File: src/fpsc_pkg.sv
// Types and constants of the flash program sequencer.
package fpsc_pkg;

  typedef enum logic [1:0] {
    CMD_ERASE = 2'd0,
    CMD_WRITE = 2'd1,
    CMD_DATA  = 2'd2,
    CMD_TICK  = 2'd3
  } cmd_t;

  typedef enum logic [2:0] {
    ACT_ENABLE   = 3'd0,
    ACT_DISABLE  = 3'd1,
    ACT_LOAD     = 3'd2,
    ACT_ERASE    = 3'd3,
    ACT_WRITE    = 3'd4,
    ACT_FINISHED = 3'd5
  } action_t;

  typedef enum logic [1:0] {
    RC_OK      = 2'd0,
    RC_INVALID = 2'd1,
    RC_LOCKED  = 2'd2,
    RC_TIMEOUT = 2'd3
  } code_t;

  localparam logic [23:0] TIMEOUT_RESET = 24'd10000000;

  typedef struct packed {
    cmd_t        command;
    logic [31:0] address;
    logic [15:0] word_count;
    logic [31:0] data_word;
    logic        flash_busy;
    logic        data_ready;
    logic        address_invalid;
    logic        page_locked;
  } in_item_t;

  typedef struct packed {
    action_t     action;
    logic [31:0] out_address;
    logic [31:0] out_data;
    code_t       result_code;
    logic        last;
  } out_item_t;

  // All results caused by one input word, in order; cnt is 1 to 3.
  typedef struct packed {
    logic [1:0]      cnt;
    logic [2:0][2:0] act;
    logic [31:0]     address;
    logic [31:0]     data;
    code_t           code;
  } bundle_t;

  typedef struct packed {
    logic full;
    logic empty;
  } q_stat_t;

endpackage

File: src/flash_program_sequencer_core.sv
// Top level of the flash program sequencer.
//
//  channel   | handshake             | word
//  ----------+-----------------------+-------------------------------
//  input     | push / full           | in_item  (command or status tick)
//  result    | empty / pop           | out_item (one controller action)
//  config    | cfg_valid / cfg_ready | cfg_data (timeout_ticks)
//
// An input word is taken every clock while the bundle queue has room; the
// front part decides its results in the same cycle. Results leave one per
// clock from the output register while pop is high, so a word that causes
// three results holds the result side until all three are popped. Reset has
// no clearing pass. A stalled result side backs up through the queue to full.
module flash_program_sequencer_core import fpsc_pkg::*; #(
  parameter int PAGE_BYTES  = 512,
  parameter int QUEUE_DEPTH = 4
) (
  input  logic        clk,
  input  logic        rst,
  input  logic        push,
  output logic        full,
  input  in_item_t    in_item,
  output logic        empty,
  input  logic        pop,
  output out_item_t   out_item,
  input  logic        cfg_valid,
  output logic        cfg_ready,
  input  logic [23:0] cfg_data
);

  logic    accept;
  logic    bnd_valid;
  bundle_t bnd;
  bundle_t head;
  q_stat_t stat;
  logic    rd_en;

  assign full      = stat.full;
  assign accept    = push && !stat.full;
  assign cfg_ready = 1'b1;

  fpsc_front #(
    .PAGE_BYTES(PAGE_BYTES)
  ) u_front (
    .clk      (clk),
    .rst      (rst),
    .accept   (accept),
    .in_item  (in_item),
    .cfg_valid(cfg_valid),
    .cfg_data (cfg_data),
    .bnd_valid(bnd_valid),
    .bnd      (bnd)
  );

  fpsc_queue #(
    .DEPTH(QUEUE_DEPTH)
  ) u_queue (
    .clk    (clk),
    .rst    (rst),
    .wr_en  (accept && bnd_valid),
    .wr_data(bnd),
    .rd_en  (rd_en),
    .rd_data(head),
    .stat   (stat)
  );

  fpsc_back u_back (
    .clk     (clk),
    .rst     (rst),
    .head    (head),
    .stat    (stat),
    .pop     (pop),
    .rd_en   (rd_en),
    .empty   (empty),
    .out_item(out_item)
  );

endmodule

File: src/fpsc_front.sv
// Front part: accepts commands and status ticks, runs the sequence, builds result bundles.
module fpsc_front import fpsc_pkg::*; #(
  parameter int PAGE_BYTES = 512
) (
  input  logic        clk,
  input  logic        rst,
  input  logic        accept,
  input  in_item_t    in_item,
  input  logic        cfg_valid,
  input  logic [23:0] cfg_data,
  output logic        bnd_valid,
  output bundle_t     bnd
);

  // PAGE_BYTES is a power of two from 4 to 65536
  localparam int PAGE_LSB = $clog2(PAGE_BYTES);
  localparam int SPAN_W   = PAGE_LSB + 1;

  typedef enum logic [4:0] {
    PH_IDLE       = 5'b00001,
    PH_CHECK      = 5'b00010,
    PH_AWAIT_DATA = 5'b00100,
    PH_WAIT_READY = 5'b01000,
    PH_WAIT_BUSY  = 5'b10000
  } phase_t;

  phase_t      phase, phase_next;
  logic        is_erase, is_erase_next;
  logic [23:0] wait_timer, wait_timer_next;
  logic [31:0] next_address, next_address_next;
  logic [15:0] words_left, words_left_next;
  logic [15:0] page_words_left, page_words_left_next;
  logic [31:0] held_word;
  logic        held_load;
  logic [23:0] timeout_ticks;
  logic [31:0] addr_inc;
  logic [15:0] words_dec;
  logic [15:0] page_dec;

  // Words left in the page from addr on, at least one, at most left.
  function automatic logic [15:0] page_words(input logic [31:0] addr,
                                             input logic [15:0] left);
    logic [SPAN_W-1:0] span;
    logic [15:0]       pw;
    span = SPAN_W'(PAGE_BYTES) - SPAN_W'(addr[PAGE_LSB-1:0]);
    pw   = 16'(span >> 2);
    if (pw == 16'd0) pw = 16'd1;
    if (pw > left) pw = left;
    return pw;
  endfunction

  assign addr_inc  = next_address + 32'd4;
  assign words_dec = words_left - 16'd1;
  assign page_dec  = page_words_left - 16'd1;

  always_comb begin
    phase_next           = phase;
    is_erase_next        = is_erase;
    wait_timer_next      = wait_timer;
    next_address_next    = next_address;
    words_left_next      = words_left;
    page_words_left_next = page_words_left;
    held_load            = 1'b0;
    bnd_valid            = 1'b0;
    bnd                  = '0;
    unique case (phase)
      PH_IDLE: begin
        if (in_item.command == CMD_ERASE) begin
          is_erase_next     = 1'b1;
          next_address_next = in_item.address;
          bnd_valid         = 1'b1;
          bnd.cnt           = 2'd2;
          bnd.act[0]        = ACT_ENABLE;
          bnd.act[1]        = ACT_LOAD;
          bnd.address       = in_item.address;
          phase_next        = PH_CHECK;
        end else if (in_item.command == CMD_WRITE) begin
          is_erase_next     = 1'b0;
          next_address_next = in_item.address;
          words_left_next   = in_item.word_count;
          bnd_valid         = 1'b1;
          bnd.act[0]        = ACT_ENABLE;
          if (in_item.word_count == 16'd0) begin
            bnd.cnt    = 2'd3;
            bnd.act[1] = ACT_DISABLE;
            bnd.act[2] = ACT_FINISHED;
            bnd.code   = RC_OK;
          end else begin
            page_words_left_next = page_words(in_item.address, in_item.word_count);
            bnd.cnt     = 2'd2;
            bnd.act[1]  = ACT_LOAD;
            bnd.address = in_item.address;
            phase_next  = PH_CHECK;
          end
        end
      end
      PH_CHECK: begin
        if (in_item.command == CMD_TICK) begin
          bnd_valid = 1'b1;
          if (in_item.address_invalid || in_item.page_locked) begin
            bnd.cnt    = 2'd2;
            bnd.act[0] = ACT_DISABLE;
            bnd.act[1] = ACT_FINISHED;
            bnd.code   = in_item.address_invalid ? RC_INVALID : RC_LOCKED;
            phase_next = PH_IDLE;
          end else if (is_erase) begin
            bnd.cnt         = 2'd1;
            bnd.act[0]      = ACT_ERASE;
            wait_timer_next = timeout_ticks;
            phase_next      = PH_WAIT_BUSY;
          end else begin
            bnd_valid  = 1'b0;
            phase_next = PH_AWAIT_DATA;
          end
        end
      end
      PH_AWAIT_DATA: begin
        if (in_item.command == CMD_DATA) begin
          held_load       = 1'b1;
          wait_timer_next = timeout_ticks;
          phase_next      = PH_WAIT_READY;
        end
      end
      PH_WAIT_READY: begin
        if (in_item.command == CMD_TICK) begin
          if (in_item.data_ready) begin
            bnd_valid       = 1'b1;
            bnd.cnt         = 2'd1;
            bnd.act[0]      = ACT_WRITE;
            bnd.data        = held_word;
            wait_timer_next = timeout_ticks;
            phase_next      = PH_WAIT_BUSY;
          end else if (wait_timer <= 24'd1) begin
            wait_timer_next = '0;
            bnd_valid       = 1'b1;
            bnd.cnt         = 2'd2;
            bnd.act[0]      = ACT_DISABLE;
            bnd.act[1]      = ACT_FINISHED;
            bnd.code        = RC_TIMEOUT;
            phase_next      = PH_IDLE;
          end else begin
            wait_timer_next = wait_timer - 24'd1;
          end
        end
      end
      PH_WAIT_BUSY: begin
        if (in_item.command == CMD_TICK) begin
          if (in_item.flash_busy) begin
            if (wait_timer <= 24'd1) begin
              wait_timer_next = '0;
              bnd_valid       = 1'b1;
              bnd.cnt         = 2'd2;
              bnd.act[0]      = ACT_DISABLE;
              bnd.act[1]      = ACT_FINISHED;
              bnd.code        = RC_TIMEOUT;
              phase_next      = PH_IDLE;
            end else begin
              wait_timer_next = wait_timer - 24'd1;
            end
          end else if (is_erase) begin
            bnd_valid  = 1'b1;
            bnd.cnt    = 2'd2;
            bnd.act[0] = ACT_DISABLE;
            bnd.act[1] = ACT_FINISHED;
            bnd.code   = RC_OK;
            phase_next = PH_IDLE;
          end else begin
            words_left_next      = words_dec;
            page_words_left_next = page_dec;
            next_address_next    = addr_inc;
            if (words_dec == 16'd0) begin
              bnd_valid  = 1'b1;
              bnd.cnt    = 2'd2;
              bnd.act[0] = ACT_DISABLE;
              bnd.act[1] = ACT_FINISHED;
              bnd.code   = RC_OK;
              phase_next = PH_IDLE;
            end else if (page_dec == 16'd0) begin
              // page boundary: reload the address and check it again
              page_words_left_next = page_words(addr_inc, words_dec);
              bnd_valid   = 1'b1;
              bnd.cnt     = 2'd1;
              bnd.act[0]  = ACT_LOAD;
              bnd.address = addr_inc;
              phase_next  = PH_CHECK;
            end else begin
              phase_next = PH_AWAIT_DATA;
            end
          end
        end
      end
      default: begin
        phase_next = PH_IDLE;
      end
    endcase
  end

  always_ff @(posedge clk) begin
    if (rst) begin
      phase           <= PH_IDLE;
      is_erase        <= 1'b0;
      wait_timer      <= '0;
      next_address    <= '0;
      words_left      <= '0;
      page_words_left <= '0;
      timeout_ticks   <= TIMEOUT_RESET;
    end else begin
      if (cfg_valid) begin
        timeout_ticks <= cfg_data;
      end
      if (accept) begin
        phase           <= phase_next;
        is_erase        <= is_erase_next;
        wait_timer      <= wait_timer_next;
        next_address    <= next_address_next;
        words_left      <= words_left_next;
        page_words_left <= page_words_left_next;
      end
    end
  end

  always_ff @(posedge clk) begin
    if (accept && held_load) begin
      held_word <= in_item.data_word;
    end
  end

endmodule

File: src/fpsc_queue.sv
// Short bundle queue between the front and back parts.
module fpsc_queue import fpsc_pkg::*; #(
  parameter int DEPTH = 4
) (
  input  logic    clk,
  input  logic    rst,
  input  logic    wr_en,
  input  bundle_t wr_data,
  input  logic    rd_en,
  output bundle_t rd_data,
  output q_stat_t stat
);

  localparam int PW = $clog2(DEPTH);
  localparam int CW = $clog2(DEPTH + 1);

  bundle_t         slots [DEPTH];
  logic [PW-1:0]   wr_ptr, rd_ptr;
  logic [CW-1:0]   count;

  assign stat.full  = (count == CW'(DEPTH));
  assign stat.empty = (count == '0);
  assign rd_data    = slots[rd_ptr];

  always_ff @(posedge clk) begin
    if (rst) begin
      wr_ptr <= '0;
      rd_ptr <= '0;
      count  <= '0;
    end else begin
      if (wr_en) begin
        wr_ptr <= (wr_ptr == PW'(DEPTH - 1)) ? '0 : wr_ptr + PW'(1);
      end
      if (rd_en) begin
        rd_ptr <= (rd_ptr == PW'(DEPTH - 1)) ? '0 : rd_ptr + PW'(1);
      end
      if (wr_en && !rd_en) begin
        count <= count + CW'(1);
      end else if (rd_en && !wr_en) begin
        count <= count - CW'(1);
      end
    end
  end

  always_ff @(posedge clk) begin
    if (wr_en) begin
      slots[wr_ptr] <= wr_data;
    end
  end

endmodule

File: src/fpsc_back.sv
// Back part: splits each bundle into single results and holds them in the output register.
module fpsc_back import fpsc_pkg::*; (
  input  logic      clk,
  input  logic      rst,
  input  bundle_t   head,
  input  q_stat_t   stat,
  input  logic      pop,
  output logic      rd_en,
  output logic      empty,
  output out_item_t out_item
);

  logic      out_valid;
  logic [1:0] idx;
  logic      load;
  logic      head_last;
  action_t   act;
  out_item_t built;

  assign load      = !out_valid || pop;
  assign head_last = (idx == head.cnt - 2'd1);
  assign rd_en     = load && !stat.empty && head_last;
  assign empty     = !out_valid;
  assign act       = action_t'(head.act[idx]);

  always_comb begin
    built.action      = act;
    built.out_address = (act == ACT_LOAD) ? head.address : '0;
    built.out_data    = (act == ACT_WRITE) ? head.data : '0;
    built.result_code = (act == ACT_FINISHED) ? head.code : RC_OK;
    built.last        = head_last;
  end

  always_ff @(posedge clk) begin
    if (rst) begin
      out_valid <= 1'b0;
      idx       <= '0;
    end else if (load) begin
      out_valid <= !stat.empty;
      if (!stat.empty) begin
        // advance within the bundle, drop it after its last result
        idx <= head_last ? 2'd0 : idx + 2'd1;
      end
    end
  end

  always_ff @(posedge clk) begin
    if (load && !stat.empty) begin
      out_item <= built;
    end
  end

endmodule

File: config.mk
export PLATFORM = sky130hd
export DESIGN_NAME = flash_program_sequencer_core
export DESIGN_NICKNAME = d
export VERILOG_FILES = /design/src/fpsc_pkg.sv /design/src/flash_program_sequencer_core.sv /design/src/fpsc_front.sv /design/src/fpsc_queue.sv /design/src/fpsc_back.sv
export SDC_FILE = /design/constraint.sdc
export NUM_CORES = 1
export LEC_CHECK = 0
export ABC_CLOCK_PERIOD_IN_PS = 6700
export BUFFER_PORTS_ARGS = -buffer_cell sky130_fd_sc_hd__clkbuf_2
export CORE_MARGIN = 4
export CORE_UTILIZATION = 60
export CTS_CLUSTER_SIZE = 12
export DETAILED_ROUTE_END_ITERATION = 16
export GPL_ROUTABILITY_DRIVEN = 0
export PLACE_DENSITY = 0.78
export SLEW_MARGIN = 20
export SYNTH_ARGS = -nofsm -noshare
export SYNTH_HDL_FRONTEND = slang
export SYNTH_SLANG_ARGS = --single-unit
File: constraint.sdc
create_clock -name clk -period 6.7 [get_ports clk]
set_input_delay 0 -clock clk [delete_from_list [all_inputs] [get_ports clk]]
set_output_delay 0 -clock clk [all_outputs]
set_load 0.02 [all_outputs]
==> flow_results.org <==
** Outcome
- Result of the run :: finished clean

** Worst hold path
- Min-delay src :: in_item[3]
- The path class of the tightest hold or removal check is input port to flop.
- WHS Endpoint :: u_front.phase[2]
- The worst hold path passes through 5 cells.

** Clocking
- Clock slew at the register clock pins of the worst setup and hold paths :: 0.06 ns
- The H-tree was split into 2 levels.
- The clock passes through at most 3 buffers.
- Clock tree from TritonCTS :: built
- Number of buffers created by CTS :: 54
- For this design, the sink count on the clock tree is 532.
- The number of setup buffers added after CTS is 0.
- Gates resized during post-CTS repair numbered 0.
- The tree is rooted in a clkbuf_16.
- Number of hold buffers added after CTS :: 131
- The later pin in the worst-skew pair is clocked with a latency of 0.60 ns.

** Worst setup path
- Maximum fanout along the worst path :: 10
- Startpoint type of the worst setup path :: flop
- CP endpoint kind :: flop
- Worst reg2reg path depth :: 17
- In this run the critical register-to-register path is launched from u_front.next_address[2].
- Critical path type :: flop to flop
- For the worst setup path, the data arrival time is 5.69 ns.
- Endpoint of the worst register-to-register path :: u_front.page_words_left[4]
- Critical Path RT :: 7.21 ns
- The worst register-to-register path has a setup slack of 1.52 ns.

** Placement
- Port bufs :: 186
- Detailed-placement wirelength estimate :: 34.11 mm
- Counting tap cells, the placed design contains a total of 2,544 instances.

** Floorplanning
- The initialized floorplan defines 72 standard-cell rows.
- Vertical die dimension :: 207.8 um
- The floorplan step defined a core boundary enclosing 0.03910 mm2.
- Die Area :: 0.04319 mm2
- Initial core utilization :: 61.27%
- In this run the horizontal extent of the chip is 207.8 um.
- During I/O placement, the number of pins put on the boundary was 188.

** Logic synthesis
- Of the total synthesized cell area, the portion taken by full adders, half adders and majority gates is 1.650%.
- Number of flip-flops and latches in the synthesized netlist :: 532
- Area fraction in compound gates after synthesis :: 9.292%
- Dividing the synthesized area by the synthesized cell count gives 12.41 um2.
- By area, the combinational part of the netlist is dominated by simple AND/OR/NAND/NOR gates.
- Mapped Area :: 0.02396 mm2
- Of the total synthesized cell area, the portion taken by AND, OR, NAND and NOR gates is 14.41%.
- When the netlist entered floorplanning its net count stood at 2,076.
- Of the post-synthesis cell area, the part taken by muxes is 8.519%.
- By area the synthesized netlist is led by edfxtp_1 (50%), dfxtp_1 (11%), mux4_2 (7.0%).
- The synthesized design contains 402 enable-type register cells.
- After synthesis, the share of flip-flops with an asynchronous set or reset is 0%.
- The biggest area contributor in the post-synthesis netlist is edfxtp_1.
- Sequential area share after synthesis :: 61.26%
- Counting distinct cell types in the post-synthesis netlist gives 82.
- In the synthesized netlist the dominant register cell turns out to be edfxtp_1.
- Instance count of the mapped netlist :: 1,930
- Of the total synthesized cell area, the portion taken by XOR and XNOR cells is 2.152%.
- The top cell type by area accounts for 50.39% of the synthesized area.
- During synthesis, Yosys emitted a total of 0 warnings.

** STA
- Worst rel slew slack :: 29.57%
- Between clock sinks in the finished design, the worst skew comes to 0.02361 ns.
- Post-layout min period :: 5.181 ns
- Hold violation count in the final report :: 0
- At the pin with the least slew margin, the transition time is 1.054 ns.
- Setup violations remaining at the end of the flow were counted as 0.
- Setup repair after global routing left no endpoint under its margin.
- The number of pins exceeding their max-slew limit in the final report was 0.
- Sum of negative setup slack :: 0 ns
- Post-route fraction of the period consumed by the critical path :: 77.33%
- Timing would allow up to 193.0 MHz.

** Routing
- DRC violations left :: 0
- Post-detailed-route count of antenna-violating nets :: 0
- Total via count after detailed routing :: 17,020
- Total Routed Length :: 57.05 mm
- Pre-Repair DR Iteration Count :: 6
- Detailed router's first-iteration violation count :: 1,459
- Via density per instance :: 6.134
- DR WL/cell :: 20.57 um

** Pwr
- The worst-case IR drop observed on VDD is 223.1 uV.
- In this run the static leakage power is 10.06 nW.
- Power density over the cells :: 354.4 mW/mm2

** Cells and area
- Inserted Diodes :: 0
- Layout overhead on the synthesized area :: 18.12%
- Once layout is complete, the cells apart from fillers number 2,774.
- Of the cells placed in the final design, the portion with a size suffix greater than 1 is 17.60%.
- Fin nets :: 2,359

** GRT
- Pin count of the biggest net entering global routing :: 94
- The via count of the first global-routing pass came to 17,160.
- Overall track demand over capacity in global routing :: 25.98%
- Number of antenna violations at the first check in global routing :: 0
- Global routing finished with a remaining overflow of 0.
- Global-route wire length before repair :: 91.06 mm

** Run
- Max-cap viol count :: 0
[area by class of cell]
type | instances | area [um2]
clock inverters | 15 | 141.4
fillers | 2597 | 10800
repair buffers | 345 | 2455
clock buffers | 84 | 1506
flip-flops and latches | 532 | 14680
inverters | 49 | 185.2
multi-input cells | 1231 | 8678
well taps | 518 | 648.1
[worst max-delay path, stage by stage, from the launching register on]
cell	delay [ns]
dfxtp_1	0.55
ha_1	0.36
xnor2_1	0.24
and3_1	0.25
nand2_1	0.07
xnor2_1	0.18
or4_1	0.53
o41ai_1	0.42
inv_1	0.10
ha_1	0.19
nor2b_1	0.11
o21ai_0	0.09
a21oi_1	0.17
o22ai_1	0.12
nor4b_2	0.87
mux2i_1	0.32
o221ai_2	0.13
a2111oi_2	0.36
[logic make-up after synthesis]
kind of cell               after synthesis
other                                    1
muxes                                  111
xor gates and xnor gates                58
AOI/OAI and AO/OA                      355
adders and majority gates               31
buffers and inverters                  167
DFF                                    532
and+or+nand+nor                        675
[power breakdown]
part,internal [mW],switching [mW]
combinational,1.06,1.67
clock,1.62,1.23
sequential,4.15,0.298
total,6.84,3.19
[Yosys cell counts, types with 5 or more instances]
| cell type | n |
|---|---|
| a211o_1 | 11 |
| a211oi_1 | 16 |
| a21o_1 | 6 |
| a21oi_1 | 111 |
| a221oi_1 | 10 |
| a22oi_1 | 20 |
| a31oi_1 | 5 |
| and2_1 | 45 |
| and3_1 | 14 |
| and4_1 | 5 |
| buf_1 | 12 |
| buf_2 | 8 |
| clkbuf_1 | 96 |
| dfxtp_1 | 130 |
| edfxtp_1 | 402 |
| ha_1 | 30 |
| inv_1 | 49 |
| mux2i_1 | 34 |
| mux4_2 | 74 |
| nand2_1 | 175 |
| nand2b_1 | 11 |
| nand3_1 | 29 |
| nand3b_1 | 6 |
| nand4_1 | 21 |
| nand4b_1 | 5 |
| nor2_1 | 159 |
| nor2b_1 | 85 |
| nor3_1 | 48 |
| nor4_1 | 25 |
| o211ai_1 | 12 |
| o21ai_0 | 88 |
| o21ai_1 | 14 |
| o31ai_1 | 12 |
| o41ai_1 | 6 |
| or3_1 | 10 |
| or4_1 | 10 |
| xnor2_1 | 36 |
| xor2_1 | 21 |
[worst max-delay path by stage]
stage,end,depth (start not counted),from,slack (ns)
floorplan,u_queue.slots[0][0],11,u_front.page_words_left[0],1.65
global placement,u_front.page_words_left[4],17,u_front.next_address[2],1.78
detailed placement,u_front.page_words_left[4],17,u_front.next_address[2],1.62
CTS,u_front.page_words_left[4],17,u_front.next_address[2],1.56
global route,u_front.page_words_left[4],16,u_front.next_address[2],1.04
finish,u_front.page_words_left[4],17,u_front.next_address[2],1.52
[per-stage QoR]
step,cell area [um2],utilization (%),hold slack [ns],power [mW],worst slack [ns]
after global routing,28300,72.37,0.05427,10.50,1.036
after detailed placement,25340,64.80,0.1789,7.129,1.615
after CTS,28300,72.37,0.01895,10.03,1.564
after floorplan,23960,-,0.09887,6.344,1.650
after global placement,25340,64.80,0.1769,7.038,1.776
final,28300,72.37,0.06479,10.03,1.519
[cells in the final DEF, fill, tap and decap left out, types with 13 or more instances in the layout]
cell type      instances
a211oi_1              16
xnor2_1               36
ha_1                  30
nor4_1                25
dlygate4sd3_1        131
a21oi_1              110
clkbuf_16             55
nor2_1               157
dfxtp_1              128
clkbuf_1              26
mux2i_1               34
o21ai_1               13
nor3_1                48
nand3_1               29
and3_1                14
nand2_1              174
o21ai_0               88
xor2_1                21
and2_1                40
nor2b_1               85
nand4_1               21
clkbuf_2             186
mux4_2                74
inv_1                 48
a22oi_1               20
buf_4                 29
edfxtp_1             402
[routing by layer]
layer  GRT usage [%]  share of wire [%]  up-vias
met3           4.504                7.3      140
li1                -                  -     7783
met4           8.969                3.3        0
met5               0                  0        -
met1           33.63                 39     8333
met2           44.79                 51      759
[sequential cells by signal, summed over array words and instances (netlist names), named ones only]
signal                   count
u_queue.wr_ptr               2
u_queue.rd_ptr               2
u_queue.slots              300
u_front.timeout_ticks       24
u_front.words_left          16
u_back.out_item             70
u_front.phase                5
u_queue.count                3
u_back.idx                   2
u_front.page_words_left     16
u_front.wait_timer          24
u_front.held_word           32
u_front.is_erase             1
u_back.out_valid             1
u_front.next_address        32
Note: power is estimated with default switching activity, not from simulation.
